[src/msp_pkg.sv]
// Package: request/response types, opcodes and controller states for the shared stack pool.
`timescale 1ns / 1ps
`default_nettype none

package msp_pkg;

   localparam int DATA_W = 32;
   localparam int SID_W  = 2;

   localparam logic OP_PUSH = 1'b0;
   localparam logic OP_POP  = 1'b1;

   localparam logic signed [DATA_W-1:0] POP_EMPTY_VALUE = -32'sd1;
   localparam logic signed [DATA_W-1:0] PUSH_VALUE_OUT  = 32'sd0;

   typedef struct packed {
      logic                     opcode;
      logic [SID_W-1:0]         stack_id;
      logic signed [DATA_W-1:0] push_value;
   } req_type;

   typedef struct packed {
      logic                     ok;
      logic signed [DATA_W-1:0] pop_value;
   } rsp_type;

   typedef enum logic [1:0] {
      ST_IDLE,
      ST_PUSH,
      ST_POP_HEAD,
      ST_POP_SLOT
   } state_type;

endpackage

`default_nettype wire

[src/msp_ram.sv]
// Generic single-port-write, single-port-read RAM with registered read data.
`timescale 1ns / 1ps
`default_nettype none

module msp_ram #(
   parameter int WIDTH = 8,
   parameter int DEPTH = 16,
   localparam int AW = (DEPTH > 1) ? $clog2(DEPTH) : 1
) (
   input  wire logic             clock,
   input  wire logic             wr_en,
   input  wire logic [AW-1:0]    wr_addr,
   input  wire logic [WIDTH-1:0] wr_data,
   input  wire logic [AW-1:0]    rd_addr,
   output logic      [WIDTH-1:0] rd_data
);

   logic [WIDTH-1:0] mem_ff [DEPTH];

   always_ff @(posedge clock) begin
      if (wr_en) begin
         mem_ff[wr_addr] <= wr_data;
      end
      rd_data <= mem_ff[rd_addr];
   end

endmodule

`default_nettype wire

[src/multi_stack_shared_pool.sv]
// Top level: several linked stacks sharing one slot pool with a free list, memory based.
//
//   channel   ports                       handshake
//   request   req_item (req_type)         accepted when start && !busy
//   response  rsp_item (rsp_type)         one cycle, marked by rsp_valid
//
// Push: head/link read, then write back. Pop: head read, slot read, write back;
// a pop of an empty stack ends after the head read. The dependent head-then-slot
// read through the registered-read memories sets these steps. The response appears
// the cycle after the last step; a new request may be accepted in that cycle.
// Reset is synchronous; after it the block is ready at once: stack heads use
// per-stack valid bits and untouched slots use a fill count. The receiver
// cannot stall.
`timescale 1ns / 1ps
`default_nettype none

module multi_stack_shared_pool
   import msp_pkg::*;
#(
   parameter int NUM_STACKS = 4,
   parameter int POOL_DEPTH = 16
) (
   input  wire logic    clock,
   input  wire logic    reset,
   input  wire logic    start,
   output logic         busy,
   input  wire req_type req_item,
   output logic         rsp_valid,
   output rsp_type      rsp_item
);

   localparam int LW = $clog2(POOL_DEPTH + 1);
   localparam int AW = $clog2(POOL_DEPTH);
   localparam int HW = (NUM_STACKS > 1) ? $clog2(NUM_STACKS) : 1;
   localparam int SW = DATA_W + LW;
   localparam logic [LW-1:0] LINK_NULL = LW'(POOL_DEPTH);

   state_type                state_ff, state_in;
   logic [SID_W-1:0]         sid_ff, sid_in;
   logic                     sid_ok_ff, sid_ok_in;
   logic signed [DATA_W-1:0] val_ff, val_in;
   logic [LW-1:0]            free_head_ff, free_head_in;
   logic [LW-1:0]            fresh_ff, fresh_in;
   logic [LW-1:0]            pop_slot_ff, pop_slot_in;
   logic [NUM_STACKS-1:0]    head_valid_ff, head_valid_in;
   logic                     rsp_valid_ff, rsp_valid_in;
   rsp_type                  rsp_ff, rsp_in;

   logic            head_wr_en;
   logic [HW-1:0]   head_wr_addr, head_rd_addr;
   logic [LW-1:0]   head_wr_data, head_rd_data;
   logic            slot_wr_en;
   logic [AW-1:0]   slot_wr_addr, slot_rd_addr;
   logic [SW-1:0]   slot_wr_data, slot_rd_data;

   logic [HW-1:0]   sid_idx;
   logic [LW-1:0]   head_eff;
   logic [LW-1:0]   stored_link;
   logic [DATA_W-1:0] stored_data;

   // Slots at or above the fill count were never written: their link is slot+1.
   function automatic logic [LW-1:0] eff_link(input logic [LW-1:0] slot,
                                              input logic [LW-1:0] stored,
                                              input logic [LW-1:0] fresh);
      logic [LW-1:0] result;
      if (slot >= fresh) begin
         result = slot + LW'(1);
      end else begin
         result = stored;
      end
      return result;
   endfunction

   msp_ram #(.WIDTH(LW), .DEPTH(NUM_STACKS)) u_head_ram (
      .clock   (clock),
      .wr_en   (head_wr_en),
      .wr_addr (head_wr_addr),
      .wr_data (head_wr_data),
      .rd_addr (head_rd_addr),
      .rd_data (head_rd_data)
   );

   msp_ram #(.WIDTH(SW), .DEPTH(POOL_DEPTH)) u_slot_ram (
      .clock   (clock),
      .wr_en   (slot_wr_en),
      .wr_addr (slot_wr_addr),
      .wr_data (slot_wr_data),
      .rd_addr (slot_rd_addr),
      .rd_data (slot_rd_data)
   );

   assign sid_idx     = HW'(sid_ff);
   assign head_eff    = head_valid_ff[sid_idx] ? head_rd_data : LINK_NULL;
   assign stored_link = slot_rd_data[LW-1:0];
   assign stored_data = slot_rd_data[SW-1:LW];

   always_ff @(posedge clock) begin
      if (reset) begin
         state_ff      <= ST_IDLE;
         free_head_ff  <= '0;
         fresh_ff      <= '0;
         head_valid_ff <= '0;
         rsp_valid_ff  <= 1'b0;
      end else begin
         state_ff      <= state_in;
         free_head_ff  <= free_head_in;
         fresh_ff      <= fresh_in;
         head_valid_ff <= head_valid_in;
         rsp_valid_ff  <= rsp_valid_in;
      end
   end

   always_ff @(posedge clock) begin
      sid_ff      <= sid_in;
      sid_ok_ff   <= sid_ok_in;
      val_ff      <= val_in;
      pop_slot_ff <= pop_slot_in;
      rsp_ff      <= rsp_in;
   end

   always_comb begin
      state_in      = state_ff;
      sid_in        = sid_ff;
      sid_ok_in     = sid_ok_ff;
      val_in        = val_ff;
      free_head_in  = free_head_ff;
      fresh_in      = fresh_ff;
      pop_slot_in   = pop_slot_ff;
      head_valid_in = head_valid_ff;
      rsp_valid_in  = 1'b0;
      rsp_in        = rsp_ff;
      head_wr_en    = 1'b0;
      head_wr_addr  = sid_idx;
      head_wr_data  = free_head_ff;
      head_rd_addr  = HW'(req_item.stack_id);
      slot_wr_en    = 1'b0;
      slot_wr_addr  = AW'(free_head_ff);
      slot_wr_data  = {val_ff, head_eff};
      slot_rd_addr  = AW'(free_head_ff);

      case (state_ff)
         ST_IDLE: begin
            if (start) begin
               sid_in    = req_item.stack_id;
               sid_ok_in = 32'(req_item.stack_id) < NUM_STACKS;
               val_in    = req_item.push_value;
               state_in  = (req_item.opcode == OP_PUSH) ? ST_PUSH : ST_POP_HEAD;
            end
         end
         ST_PUSH: begin
            rsp_valid_in     = 1'b1;
            rsp_in.ok        = 1'b0;
            rsp_in.pop_value = PUSH_VALUE_OUT;
            if (sid_ok_ff && (free_head_ff < LINK_NULL)) begin
               rsp_in.ok              = 1'b1;
               slot_wr_en             = 1'b1;
               head_wr_en             = 1'b1;
               head_valid_in[sid_idx] = 1'b1;
               free_head_in = eff_link(free_head_ff, stored_link, fresh_ff);
               if (free_head_ff >= fresh_ff) begin
                  fresh_in = free_head_ff + LW'(1);
               end
            end
            state_in = ST_IDLE;
         end
         ST_POP_HEAD: begin
            slot_rd_addr = AW'(head_eff);
            pop_slot_in  = head_eff;
            if (sid_ok_ff && (head_eff < LINK_NULL)) begin
               state_in = ST_POP_SLOT;
            end else begin
               rsp_valid_in     = 1'b1;
               rsp_in.ok        = 1'b0;
               rsp_in.pop_value = POP_EMPTY_VALUE;
               state_in         = ST_IDLE;
            end
         end
         ST_POP_SLOT: begin
            head_wr_en       = 1'b1;
            head_wr_data     = eff_link(pop_slot_ff, stored_link, fresh_ff);
            slot_wr_en       = 1'b1;
            slot_wr_addr     = AW'(pop_slot_ff);
            slot_wr_data     = {stored_data, free_head_ff};
            free_head_in     = pop_slot_ff;
            rsp_valid_in     = 1'b1;
            rsp_in.ok        = 1'b1;
            rsp_in.pop_value = stored_data;
            state_in         = ST_IDLE;
         end
         default: begin
            state_in = ST_IDLE;
         end
      endcase
   end

   assign busy      = (state_ff != ST_IDLE);
   assign rsp_valid = rsp_valid_ff;
   assign rsp_item  = rsp_ff;

   a_rsp_after_work: assert property (@(posedge clock) disable iff (reset)
      rsp_valid_ff |-> ($past(state_ff) != ST_IDLE))
      else $error("response without a finished operation");

   a_free_below_fill: assert property (@(posedge clock) disable iff (reset)
      free_head_ff <= fresh_ff)
      else $error("free head beyond the fill count");

   a_pop_slot_real: assert property (@(posedge clock) disable iff (reset)
      (state_ff == ST_POP_SLOT) |-> (pop_slot_ff < LINK_NULL))
      else $error("pop write-back of a null slot");

endmodule

`default_nettype wire

[config.mk]
export PLATFORM = sky130hd
export DESIGN_NAME = multi_stack_shared_pool
export DESIGN_NICKNAME = d
export VERILOG_FILES = /design/src/msp_pkg.sv /design/src/msp_ram.sv /design/src/multi_stack_shared_pool.sv
export SDC_FILE = /design/constraint.sdc
export NUM_CORES = 1
export LEC_CHECK = 0
export ABC_AREA = 1
export CAP_MARGIN = 10
export CORE_MARGIN = 1
export CORE_UTILIZATION = 50
export CTS_CLUSTER_DIAMETER = 120
export CTS_CLUSTER_SIZE = 16
export DETAILED_ROUTE_END_ITERATION = 10
export DONT_BUFFER_PORTS = 1
export PLACE_DENSITY_LB_ADDON = 0.12
export REMOVE_ABC_BUFFERS = 1
export SLEW_MARGIN = 10
export SYNTH_ARGS = -nofsm -noshare
export SYNTH_HDL_FRONTEND = slang
export SYNTH_SLANG_ARGS = --single-unit
export TNS_END_PERCENT = 20
[constraint.sdc]
create_clock -name clock -period 6 [get_ports clock]
set_input_delay 1.2 -clock clock [delete_from_list [all_inputs] [get_ports clock]]
set_output_delay 1.2 -clock clock [all_outputs]
set_load 0.02 [all_outputs]
==> flow_summary.yaml <==
logic_synthesis:
  synth_top_area_share_pct: 65.76
  synth_area_leaders: "edfxtp_1 66%, nand3_1 11%, nand2_1 8.8%, inv_1 4.3%, dfxtp_1 3.8%"
  synth_cell_types: 36
  mappedNetlistArea_mm2: 0.03123
  yosysTopAreaCell: "edfxtp_1"
  synth_edf_count: 684
  synth-async-reset-ratio_pct: 0
  yosys_warnings: 0
  avgSynthCellArea_um2: 10.80
  synth-seq-cells: 743
  synth_cells: 2891
  synthFlopType: "edfxtp_1"
  synth-seq-area-share_pct: 69.55
clock_tree:
  clkLatencyLatePin_ns: 0.62
  post_cts_resized: 0
  cts-root-buf: "clkbuf_16"
  tritoncts: "built"
  cts_max_level: 2
  clock_sink_count: 743
  cts-buffers-inserted: 52
  cts_buffer_depth: 3
  postCtsSetupRepairBufs: 0
  clk_pin_slew_ns: 0.07
  cts-hold-fix-buffers: 0
floorplan:
  core_area_mm2: 0.06171
  initial_utilization_pct: 50.61
  io_pins: 73
  dieArea_mm2: 0.06347
  die_height_um: 251.9
  fp.dieW_um: 251.9
  row_count: 91
worst_setup_path:
  slowest_stage: "nand2_8"
  worstPathArrival_ns: 4.84
  path_cells: "inv_2 -> nor2_4 -> inv_2 -> nand2_8 -> nand2_8 -> buf_4 -> nand2_1 -> nand2_1 -> nand2_1 -> nand3_1 -> nand3_1 -> nand2_1"
  worstSetupPathType: "register to register"
  cp-start-kind: "register"
  r2r_cells: 12
  cp_common_cell: "nand2_1"
  worstPathRequired_ns: 6.57
  critPathCaptureType: "register"
  crit_fanout: 121
  cp_slowest_stage_delay_ns: 0.88
power_and_ir_drop:
  p_seq_share_pct: 55.7
  comb_power_share_pct: 13.1
  leakage_uw: 0.01345
  ir_drop_mv: 0.2142
  pwr_density_cell_mw_per_mm2: 320.6
  p_switching_uw: 2858
  p_int_uw: 7950
  clkPwrFrac_pct: 31.2
  swShare_pct: 26.45
sta:
  post-route-period-util_pct: 71.28
  rsz0062_at_grt: "false"
  relSlewSlack_pct: 15.49
  whs_ns: 0.4760
  hold_viol_final: 0
  tightest_slew_ns: 1.265
  fin_skew_ns: 0.01997
  setup_ws_ns: 1.723
  setup_viol: 0
  fmax_mhz: 233.8
  maxSlewViolCount: 0
  min_period_ns: 4.277
layout:
  drive_above_1_share_pct: 5.650
  num_antenna_cells: 0
  area_growth_pct: 7.928
  layout.nets: 2897
  num-fill-cells: 5330
global_routing:
  grt_pass1_wl_mm: 121.6
  grt_max_degree: 192
  antenna_found_initial: 0
  grt_pass1_vias: 19872
  grt.overflow.total: 0
  track_usage_pct: 25.48
detailed_routing:
  route.detailed.wl_per_inst_um: 21.62
  route.detailed.drc: 0
  drtIter0Drc: 2185
  wl_mm: 80.48
  firstDrtPassIters: 6
  vias: 20575
  final_antenna_net_count: 0
  routed_via_density: 5.528
placement:
  gp_congestion: 0.8415
  dp_hpwl_mm: 40.66
  dpl_worst_slack_ns: 1.751
  portBuffers: 0
run:
  maxCapViolations: 0
min_path:
  hp-class: "register to register"
  hold_depth: 1
run_status:
  outcome: "complete, no violations"
power groups by stage:
stage          logic [uW]  registers, uW  clock network [uW]
3_5_place_dp         1410           6130                   0
4_1_cts              1420           6020                3440
3_3_place_gp         1390           6140                   0
6_report             1420           6020                3370
2_1_floorplan         946           6110                   0
5_1_grt              1580           6040                3590
state kept, by name, indices dropped and copies added, names as in the netlist:
register / cells
u_slot_ram.mem_ff: 592
u_slot_ram.rd_data: 37
rsp_item: 33
val_ff: 32
u_head_ram.mem_ff: 20
free_head_ff: 5
fresh_ff: 5
pop_slot_ff: 5
u_head_ram.rd_data: 5
head_valid_ff: 4
head_wr_addr: 2
state_ff: 2
rsp_valid: 1
critical path, delay by kind of cell, from the launching register on:
kind / cells / cell delay [ns]
buf+inv: 3 / 1.60
flops: 1 / 0.38
simple gates: 9 / 2.15
synthesized netlist by cell type, drive strengths merged (2+ instances only):
master and n:
a31oi 3, xor2 4, o21ai 58, nor3 10, o22ai 6, dfxtp 59, clkbuf 26, ha 12
nand4 2, inv 361, nor2 49, nand3 680, a21oi 39, nand2 740, o21a 3, a211oi 2
edfxtp 684, xnor2 2, buf 144
final timing paths:
check	startpoint	to	slack, ns
worst max-delay path	state_ff[1]	u_slot_ram.rd_data[21]	1.72
worst min-delay path	head_valid_ff[3]	head_valid_ff[3]	0.48
worst max register to register	state_ff[1]	u_slot_ram.rd_data[21]	1.72
worst min register to register	head_valid_ff[3]	head_valid_ff[3]	0.48
per-stage QoR:
step | cells | cell area, um2 | TNS [ns] | util, % | power [uW]
6_report | 3722 | 33710 | 0 | 54.62 | 10810
3_3_place_gp | 3630 | 32230 | 0 | 52.22 | 7529
5_1_grt | 3722 | 33710 | 0 | 54.62 | 11210
3_5_place_dp | 3630 | 32230 | 0 | 52.22 | 7547
4_1_cts | 3722 | 33710 | 0 | 54.62 | 10880
2_1_floorplan | 2721 | 30380 | -18.17 | - | 7053
cell usage in the layout, fill, tap and decap left out, types with 6 or more instances in the layout:
master	Yosys	layout
nand2_1	736	734
edfxtp_1	684	684
nand3_1	679	679
inv_1	356	355
buf_4	17	66
dfxtp_1	59	58
clkbuf_16	0	53
o21ai_0	56	52
a21oi_1	39	39
clkbuf_1	26	38
nor2_1	48	34
nor2_4	1	15
ha_1	12	12
o22ai_1	6	6
inv_2	5	6
nor3_1	10	6
buf_12	0	6
logic make-up after synthesis:
family	synth area share, %
xor+xnor	0.1683
compound gates	1.987
simple gates	20.73
flops	69.55
fa+ha+maj	0.4807
buf+inv	7.091
area by class of cell:
cell class / instances / area (um2) / area share (%)
Clock buffer: 91 / 1469 / 4.358
Clock inverter: 1 / 11.26 / 0.03341
Inverter: 362 / 1359 / 4.031
Multi-Input combinational cell: 1616 / 7485 / 22.20
Sequential cell: 743 / 21720 / 64.44
Tap cell: 837 / 1047 / 3.107
Timing Repair Buffer: 72 / 615.6 / 1.826
metal layers:
layer	vias to the layer above	wire [um]	GRT usage (%)
met5	-	0	0
li1	9659	-	-
met1	10034	34960	35.78
met4	0	2205	7.481
met3	137	5470	3.425
met2	745	37850	41.53
Power figures use the tool's default switching activity.
